**config.mk**
```make
export PLATFORM = sky130hd
export DESIGN_NAME = tils_ctrl
export DESIGN_NICKNAME = d
export VERILOG_FILES = /design/src/rtl/core/tils_pkg.sv /design/src/rtl/core/tils_ctrl.sv
export SDC_FILE = /design/constraint.sdc
export NUM_CORES = 1
export LEC_CHECK = 0
export BUFFER_PORTS_ARGS = -buffer_cell sky130_fd_sc_hd__buf_2
export CAP_MARGIN = 5
export CORE_MARGIN = 1.5
export CORE_UTILIZATION = 49
export CTS_CLUSTER_SIZE = 8
export DETAILED_ROUTE_END_ITERATION = 8
export PLACE_DENSITY = 0.78
export SYNTH_ARGS = -nofsm -noshare
export SYNTH_HDL_FRONTEND = slang
export SYNTH_SLANG_ARGS = --single-unit
```
**constraint.sdc**
```tcl
create_clock -name clk_i -period 1.5 [get_ports clk_i]
set_input_delay 0.15 -clock clk_i [delete_from_list [all_inputs] [get_ports clk_i]]
set_output_delay 0.15 -clock clk_i [all_outputs]
set_load 0.005 [all_outputs]
```
**src/rtl/core/tils_pkg.sv**
```systemverilog
`default_nettype none

package tils_pkg;

  localparam int NUM_BANDS = 16;
  localparam int BAND_AW   = (NUM_BANDS > 1) ? $clog2(NUM_BANDS) : 1;
  localparam int NUM_SLOTS = 4;
  localparam int DIV_STEPS = 17;

  localparam logic [1:0] REQ_POS    = 2'd0;
  localparam logic [1:0] REQ_ENERGY = 2'd1;
  localparam logic [1:0] REQ_QUERY  = 2'd2;

  localparam logic [1:0] CUT_LO  = 2'd0;
  localparam logic [1:0] CUT_MID = 2'd1;
  localparam logic [1:0] CUT_HI  = 2'd2;

  localparam logic [1:0] SLOT_START [NUM_SLOTS] = '{2'd0, 2'd1, 2'd2, 2'd3};

  typedef struct packed {
    logic       wr_pos;
    logic       wr_energy;
    logic       query_ld;
    logic       sort_ld;
    logic       sort1;
    logic       sort2;
    logic       sort3;
    logic       classify;
    logic       div_init;
    logic       div_step;
    logic       rd_base;
    logic       rd_other;
    logic       mul;
    logic       add;
    logic [1:0] axis;
    logic [1:0] pt;
    logic       out_pt;
    logic       out_ns;
  } tils_cmd_t;

  typedef struct packed {
    logic nosurf;
    logic last;
  } tils_sts_t;

endpackage

`default_nettype wire

```
**src/rtl/core/tils_ctrl.sv**
```systemverilog
`default_nettype none

module tils_ctrl (
  input  logic                clk_i,
  input  logic                rst_ni,
  input  logic                in_valid_i,
  input  logic [1:0]          req_type_i,
  output logic                in_ready_o,
  output logic                out_valid_o,
  input  logic                out_ready_i,
  output tils_pkg::tils_cmd_t cmd_o,
  input  tils_pkg::tils_sts_t sts_i
);

  localparam logic [3:0] ST_IDLE = 4'd0;
  localparam logic [3:0] ST_LOAD = 4'd1;
  localparam logic [3:0] ST_S1   = 4'd2;
  localparam logic [3:0] ST_S2   = 4'd3;
  localparam logic [3:0] ST_S3   = 4'd4;
  localparam logic [3:0] ST_CLS  = 4'd5;
  localparam logic [3:0] ST_DINI = 4'd6;
  localparam logic [3:0] ST_DIV  = 4'd7;
  localparam logic [3:0] ST_RDB  = 4'd8;
  localparam logic [3:0] ST_RDO  = 4'd9;
  localparam logic [3:0] ST_MUL  = 4'd10;
  localparam logic [3:0] ST_ADD  = 4'd11;
  localparam logic [3:0] ST_OUT  = 4'd12;

  logic [3:0] state_q, state_d;
  logic [4:0] cnt_q, cnt_d;
  logic [1:0] axis_q, axis_d;
  logic [1:0] pt_q, pt_d;
  logic       acc;

  assign in_ready_o  = state_q == ST_IDLE;
  assign out_valid_o = state_q == ST_OUT;
  assign acc         = in_valid_i && in_ready_o;

  always_comb begin
    state_d = state_q;
    cnt_d   = cnt_q;
    axis_d  = axis_q;
    pt_d    = pt_q;
    cmd_o   = '0;
    cmd_o.axis = axis_q;
    cmd_o.pt   = pt_q;
    case (state_q)
      ST_IDLE: begin
        if (acc) begin
          case (req_type_i)
            tils_pkg::REQ_POS:    cmd_o.wr_pos = 1'b1;
            tils_pkg::REQ_ENERGY: cmd_o.wr_energy = 1'b1;
            tils_pkg::REQ_QUERY: begin
              cmd_o.query_ld = 1'b1;
              state_d = ST_LOAD;
            end
            default: ;
          endcase
        end
      end
      ST_LOAD: begin cmd_o.sort_ld = 1'b1; state_d = ST_S1; end
      ST_S1:   begin cmd_o.sort1 = 1'b1; state_d = ST_S2; end
      ST_S2:   begin cmd_o.sort2 = 1'b1; state_d = ST_S3; end
      ST_S3:   begin cmd_o.sort3 = 1'b1; state_d = ST_CLS; end
      ST_CLS: begin
        cmd_o.classify = 1'b1;
        pt_d = 2'd0;
        if (sts_i.nosurf) begin
          cmd_o.out_ns = 1'b1;
          state_d = ST_OUT;
        end else begin
          state_d = ST_DINI;
        end
      end
      ST_DINI: begin
        cmd_o.div_init = 1'b1;
        cnt_d = '0;
        state_d = ST_DIV;
      end
      ST_DIV: begin
        cmd_o.div_step = 1'b1;
        cnt_d = cnt_q + 5'd1;
        if (cnt_q == 5'(tils_pkg::DIV_STEPS - 1)) begin
          state_d = ST_RDB;
        end
      end
      ST_RDB: begin cmd_o.rd_base = 1'b1; state_d = ST_RDO; end
      ST_RDO: begin
        cmd_o.rd_other = 1'b1;
        axis_d = 2'd0;
        state_d = ST_MUL;
      end
      ST_MUL: begin cmd_o.mul = 1'b1; state_d = ST_ADD; end
      ST_ADD: begin
        cmd_o.add = 1'b1;
        if (axis_q == 2'd2) begin
          cmd_o.out_pt = 1'b1;
          state_d = ST_OUT;
        end else begin
          axis_d = axis_q + 2'd1;
          state_d = ST_MUL;
        end
      end
      ST_OUT: begin
        if (out_ready_i) begin
          if (sts_i.last) begin
            state_d = ST_IDLE;
          end else begin
            pt_d = pt_q + 2'd1;
            state_d = ST_DINI;
          end
        end
      end
      default: state_d = ST_IDLE;
    endcase
  end

  always_ff @(posedge clk_i or negedge rst_ni) begin
    if (!rst_ni) begin
      state_q <= ST_IDLE;
      cnt_q   <= '0;
      axis_q  <= '0;
      pt_q    <= '0;
    end else begin
      state_q <= state_d;
      cnt_q   <= cnt_d;
      axis_q  <= axis_d;
      pt_q    <= pt_d;
    end
  end

endmodule

`default_nettype wire

```
==> metrics.csv, run 1 <==
metric;value;unit
drt total wl;3.35;mm
H-Tree Depth;1;
Syn. warnings;0;
Yosys cell types;33;
die height;46.3;um
Syn Area/Cell;8.52;um2
routed len/inst;17.6;um
CP Capture Type;primary output;
core box area;1750;um2
worst hold slack;0.114;ns
clock sinks;13;
Die Area;2150;um2
Slew Limit Fails;0;
Hold Path End;state_q[3]$_DFFE_PN0P_;
CP max stage cell;dfrtp_2;
critical path startpoint category;register;
Root Driver;clkbuf_4;
Worst-Skew Late Latency;0.28;ns
Core Util, Final;87.7;%
Worst Path Required;1.35;ns
Chip Width;46.3;um
FFs w/ async S/R, synth;100;%
CP Depth;6;
Net Count, Synth;119;
ys flop type;dfrtp_1;
Clock Tree Buf Depth;2;
Worst-Margin Slew;0.378;ns
quantity of I/O buffers inserted on ports;29;
DR DRC count;0;
Congestion Overflow GR;0;
Slew headroom;74.6;%
Num CTS Buffers;3;
fmax;0.581;GHz
RR Startpoint;state_q[0]$_DFFE_PN0P_;
GP Congestion;0.959;
RSZ-0062 raised after global routing;yes;
reg-to-reg endpoint;state_q[1]$_DFFE_PN0P_;
Vias;1143;
Setup WS pre-CTS;-0.0105;ns
Cell Area, Synth;920;um2
number of global-route vias before repair;965;
# diodes;0;
max-cap violations;0;
initial antenna violation count;0;
post-layout min period;1.72;ns
worst hold stages;2;
FF+latch count, synth;13;
final hold violation count;0;
worst reg-to-reg path cell count;6;
setup violators final;14;
critical path buffer and inverter count;3;
Synth top area share;35.4;%
CP max FO;6;
Starting DRT DRC Count;35;
largest net degree at the start of global routing;14;
Synth area leaders;dfrtp_1 (35%), o21ai_0 (6.5%), nand2_1 (4.5%);
clk slew on worst S/H paths;0.08;ns
nets@finish;177;
WS Path Type;register to primary output;
Synth area leader;dfrtp_1;
Detail Route Antenna Nets;0;
cell area power density;1860;nW/um2
Hold Crit Class;primary input to register;
placement row count;15;
CTS tree;yes;
CP Cell Sequence;buf_4, buf_6, nand2b_4, nor2_4, and2_1, buf_2;
Final WS setup;-0.222;ns
first-pass GRT wire length;4.34;mm
Final period util;115;%
outcome;finished, violations left;
crit path DAT;1.57;ns
Top Ports;30;
Min-Delay Startpoint;out_ready_i;
gr usage total;28.7;%
Synth Instances;108;
DRT Pass-1 Iters;4;
vias per cell;6.02;
initial core utilization;52.7;%
HPWL after DPL;1.67;mm
number of synthesized flops with an enable pin;0;
Area growth syn-to-layout;66.5;%
Leakage;0.000751;uW
CP delay by family, top;flip-flops;
failing checks;negative setup slack;
Clock Skew;0.00327;ns
peak supply drop;1.22;mV
R2R setup slack;-0.01;ns
slowest cell delay on critical path;0.46;ns
share of cells above drive strength 1;57.0;%
Seq/Total Area, Yosys;35.4;%
==> sequential cells by signal, summed over array words and instances (netlist names) <==
name     count
axis_q       2
pt_q         2
cnt_q        5
state_q      4
==> per-layer routing <==
metal,part of all wire (%),wire [um],track usage (%)
met2,52,1740,49.2
met1,40,1330,36.5
met3,6.4,215,6.67
met4,1.9,63,6.29
met5,0,0,0
==> layout by cell type, fill, tap and decap left out, drive strengths merged <==
cell type and n:
buf 58, dfrtp 13, o21ai 12, nand2 11
nor2 7, inv 6, nor3 6, o31ai 5
nand3b 4, nand2b 4, clkbuf 4, a22o 3
and2 3, ha 3, nor2b 2, o21a 2
a21oi 2, nand3 2, xor2 2, nor4 2
o22ai 2, or2b 1, nand4b 1, and4b 1
nor4b 1, nor4bb 1, and4bb 1, or3 1
a211o 1, o2111ai 1, or4b 1, o2bb2ai 1
dlygate4sd3 1
==> logic make-up after synthesis <==
logic type               share of synthesized area [%]
XOR/XNOR                                          1.91
adder cells (fa/ha/maj)                           4.08
AND/OR/NAND/NOR                                   31.2
buffers and inverters                             6.53
AO/OA/AOI/OAI                                     21.0
flip-flops                                        35.4
==> worst max path at each step <==
stage | slack (ns) | to | startpoint
final | -0.22 | cmd_o[0] | state_q[3]$_DFFE_PN0P_
after global routing | -0.22 | cmd_o[0] | state_q[3]$_DFFE_PN0P_
after CTS | -0.16 | cmd_o[19] | state_q[3]$_DFFE_PN0P_
after detailed placement | -0.01 | cmd_o[19] | state_q[3]$_DFFE_PN0P_
after global placement | 0.09 | state_q[1]$_DFFE_PN0P_ | state_q[1]$_DFFE_PN0P_
after floorplan | 0.15 | cmd_o[19] | state_q[3]$_DFFE_PN0P_
==> report_power, final <==
group | switching (uW) | leakage [uW] | internal, uW
Clock | 122 | 0.0000150 | 103
Combinational | 994 | 0.000569 | 995
Sequential | 167 | 0.000167 | 468
==> area by class of cell <==
| cell class | count | area [um2] |
|---|---|---|
| Clock buffer | 4 | 26.3 |
| Fill cell | 76 | 214 |
| Tap cell | 25 | 31.3 |
| Sequential cell | 13 | 330 |
| Inverter | 6 | 22.5 |
| Timing Repair Buffer | 59 | 400 |
| Multi-Input combinational cell | 83 | 721 |
==> repair_timing <==
item / 4_1_cts / 5_1_grt
pin swaps: 2 / 9
hold buffers: 1 / 0
endpoints found under the hold margin: 13 / 0
gates resized for setup: 26 / 27
cloned: 0 / 1
buffers inserted: 12 / 8
endpoints found under the setup margin: 16 / 22
==> synthesized netlist by cell type, types with 2 or more instances <==
master    count
o22ai_1       2
nor3_1        6
buf_2         3
nor2_1        7
xor2_1        2
ha_1          3
dfrtp_1      13
o21a_1        2
o21ai_0      12
nand2b_1      4
nor2b_1       2
nand3_1       2
inv_1         6
buf_4         3
o31ai_1       4
nand2_1      11
and2_1        3
a21oi_1       2
nor4_1        2
a22o_1        3
nand3b_1      4
==> metrics by stage <==
step	setup TNS [ns]	cells	instance area, um2	total power [uW]
global route	-1.46	190	1530	2970
detailed placement	-0.0105	166	1130	1690
finish	-0.985	190	1530	2850
global placement	0	166	1130	1660
CTS	-0.459	183	1360	2320
floorplan	0	108	920	1280
Note: power is estimated with default switching activity, not from simulation.
==> inputs of run 2 (changes only) <==
--- a/config.mk
+++ b/config.mk
@@ -5,6 +5,7 @@
 export SDC_FILE = /design/constraint.sdc
 export NUM_CORES = 1
 export LEC_CHECK = 0
+export ABC_AREA = 1
 export BUFFER_PORTS_ARGS = -buffer_cell sky130_fd_sc_hd__buf_2
 export CAP_MARGIN = 5
 export CORE_MARGIN = 1.5
@@ -12,6 +13,7 @@
 export CTS_CLUSTER_SIZE = 8
 export DETAILED_ROUTE_END_ITERATION = 8
 export PLACE_DENSITY = 0.78
+export RECOVER_POWER = 25
 export SYNTH_ARGS = -nofsm -noshare
 export SYNTH_HDL_FRONTEND = slang
 export SYNTH_SLANG_ARGS = --single-unit
==> run 2 against run 1 <==
The run still ends with negative setup slack left. Combinational power fell by 47%. First-iteration DRC count is 63% higher. Clock skew grew 0.0017 ns. Die area shrank 2.1%. Fmax increased by 13%.
==> metrics.csv, run 2 <==
metric;value;unit;change
Leakage;0.000730;uW;was 0.000751 uW
placement row count;15;;unchanged
Worst-Margin Slew;0.682;ns;was 0.378 ns
most common cell after layout, fill and taps aside;nand2_1;;was buf_2
Syn. warnings;0;;unchanged
Net Count, Synth;152;;was 119
drt total wl;2.29;mm;was 3.35 mm
max reg flops;5;;unchanged
worst hold stages;3;;was 2
Synth top area share;36.2;%;was 35.4%
Die Area;2100;um2;was 2150 um2
gr usage total;22.2;%;was 28.7%
Final period util;102;%;was 115%
top-count cell post-synth;nand2_1;;was dfrtp_1
Clock Tree Buf Depth;2;;unchanged
outcome;finished, violations left;;unchanged
initial core utilization;52.0;%;was 52.7%
peak supply drop;1.06;mV;was 1.22 mV
Chip Width;45.8;um;was 46.3 um
max-cap violations;0;;unchanged
Worst-Skew Late Latency;0.27;ns;was 0.28 ns
crit path DAT;1.37;ns;was 1.57 ns
nets@finish;191;;was 177
FF+latch count, synth;13;;unchanged
WS Path Type;register to primary output;;unchanged
Synth Instances;141;;was 108
CP startpoint;state_q[3]$_DFFE_PN0P_;;unchanged
ys flop type;dfrtp_1;;unchanged
Clock Skew;0.00500;ns;was 0.00327 ns
post-layout min period;1.52;ns;was 1.72 ns
share of cells above drive strength 1;31.3;%;was 57.0%
reg-to-reg endpoint;state_q[2]$_DFFE_PN0P_;;was state_q[1]$_DFFE_PN0P_
critical path startpoint category;register;;unchanged
Synth area leaders;dfrtp_1 (36%), nand2_1 (18%), inv_1 (11%);;was dfrtp_1 (35%), o21ai_0 (6.5%), nand2_1 (4.5%)
Min-Delay Startpoint;out_ready_i;;unchanged
Congestion Overflow GR;0;;unchanged
worst reg-to-reg path cell count;7;;was 6
failing checks;negative setup slack;;unchanged
number of global-route vias before repair;830;;was 965
CP Capture Type;primary output;;unchanged
Syn Area/Cell;6.37;um2;was 8.52 um2
number of synthesized flops with an enable pin;0;;unchanged
Starting DRT DRC Count;57;;was 35
RSZ-0062 raised after global routing;yes;;unchanged
final hold violation count;0;;unchanged
DR DRC count;0;;unchanged
Core Util, Final;69.6;%;was 87.7%
initial antenna violation count;0;;unchanged
setup violators final;2;;was 14
Seq/Total Area, Yosys;36.2;%;was 35.4%
list of most frequent post-synthesis cells;nand2_1 (42), inv_1 (27), nor2_1 (23);;was dfrtp_1 (13), o21ai_0 (12), nand2_1 (11)
DRT Pass-1 Iters;4;;unchanged
Final WS setup;-0.0240;ns;was -0.222 ns
Top Ports;30;;unchanged
RR Startpoint;state_q[2]$_DFFE_PN0P_;;was state_q[0]$_DFFE_PN0P_
Worst Path Required;1.35;ns;about the same
clk slew on worst S/H paths;0.08;ns;about the same
CTS tree;yes;;unchanged
fmax;0.656;GHz;was 0.581 GHz
Largest Register;cnt_q;;unchanged
core box area;1730;um2;was 1750 um2
vias per cell;4.98;;was 6.02
clock sinks;13;;unchanged
first-pass GRT wire length;3.39;mm;was 4.34 mm
Yosys cell types;16;;was 33
Detail Route Antenna Nets;0;;unchanged
Cell Area, Synth;898;um2;was 920 um2
Num CTS Buffers;3;;unchanged
cell area power density;1580;nW/um2;was 1860 nW/um2
die height;45.8;um;was 46.3 um
largest net degree at the start of global routing;14;;unchanged
quantity of I/O buffers inserted on ports;29;;unchanged
Vias;1016;;was 1143
H-Tree Depth;1;;unchanged
GP Congestion;0.881;;was 0.959
# diodes;0;;unchanged
worst hold slack;0.273;ns;was 0.114 ns
top flop regs;cnt_q x5, state_q x4;;unchanged
HPWL after DPL;1.66;mm;was 1.67 mm
most frequent cells in the layout;nand2_1 (37), buf_2 (28), inv_1 (24);;was buf_2 (30), buf_4 (20), o21ai_0 (10)
Root Driver;clkbuf_4;;unchanged
CP max FO;5;;was 6
Hold Crit Class;primary input to register;;unchanged
FFs w/ async S/R, synth;100;%;unchanged
Synth area leader;dfrtp_1;;unchanged
Area growth syn-to-layout;33.8;%;was 66.5%
Hold Path End;state_q[3]$_DFFE_PN0P_;;unchanged
Slew Limit Fails;0;;unchanged
Slew headroom;54.5;%;was 74.6%
R2R setup slack;0.16;ns;was -0.01 ns
routed len/inst;11.2;um;was 17.6 um
## run 2: per-stage QoR
| stage | cells | worst slack, ns | TNS (ns) | total power [uW] | area (um2) |
|---|---|---|---|---|---|
| 6_report | 204 | -0.0240 | -0.0368 | 1900 | 1200 |
| 3_5_place_dp | 195 | 0.195 | 0 | 1470 | 1070 |
| 2_1_floorplan | 141 | 0.359 | 0 | 1170 | 898 |
| 3_3_place_gp | 195 | 0.180 | 0 | 1430 | 1070 |
| 4_1_cts | 202 | 0.00701 | 0 | 1750 | 1140 |
| 5_1_grt | 204 | -0.101 | -0.430 | 2080 | 1200 |
## run 2: final cells by class
class | count | area (um2)
clock buffer | 4 | 26.3
fill | 157 | 524
inverter | 27 | 101
multi-input combinational | 101 | 527
sequential | 13 | 329
tap | 25 | 31.3
timing repair buffer | 34 | 188
## run 2: logic make-up after synthesis
family	share of synthesized area, %
compound gates	6.55
xor+xnor	1.95
simple gates	39.8
fa+ha+maj	4.18
buf+inv	11.3
flops	36.2
## run 2: how the worst max path moves through the flow
| stage | to | cells past startpoint | slack, ns |
|---|---|---|---|
| 2_1_floorplan | state_q[1]$_DFFE_PN0P_ | 8 | 0.36 |
| 3_3_place_gp | cmd_o[0] | 6 | 0.18 |
| 3_5_place_dp | cmd_o[0] | 6 | 0.19 |
| 4_1_cts | cmd_o[1] | 6 | 0.007 |
| 5_1_grt | cmd_o[19] | 6 | -0.10 |
| 6_report | cmd_o[19] | 6 | -0.02 |
## run 2: worst max-delay path, stage by stage (launching register included)
cell and delay, ns:
dfrtp_1 0.44, nor2_2 0.17, nand2_1 0.10, inv_2 0.08
nand2_2 0.06, nor3_2 0.13, buf_2 0.13
## run 2: metal layers
metal	global-route usage, %	up-vias	routed length, um
met5	0	-	0
met4	4.57	0	7
met3	4.76	2	88
met2	37.7	31	1190
met1	29.0	468	1000
li1	-	515	-
## run 2: where the power goes
group	switching [uW]	total, uW	leakage [uW]	internal [uW]
clock	110	213	0.0000150	103
sequential	151	631	0.000167	481
combinational	625	1060	0.000548	436
total	886	1900	0.000730	1020
## run 2: timing repair
action,4_1_cts,5_1_grt
resized for setup,8,15
endpoints found under the setup margin,4,4
buffers inserted,2,2
pin swaps,1,4
hold buffers,1,0
hold endpoints to repair,13,0
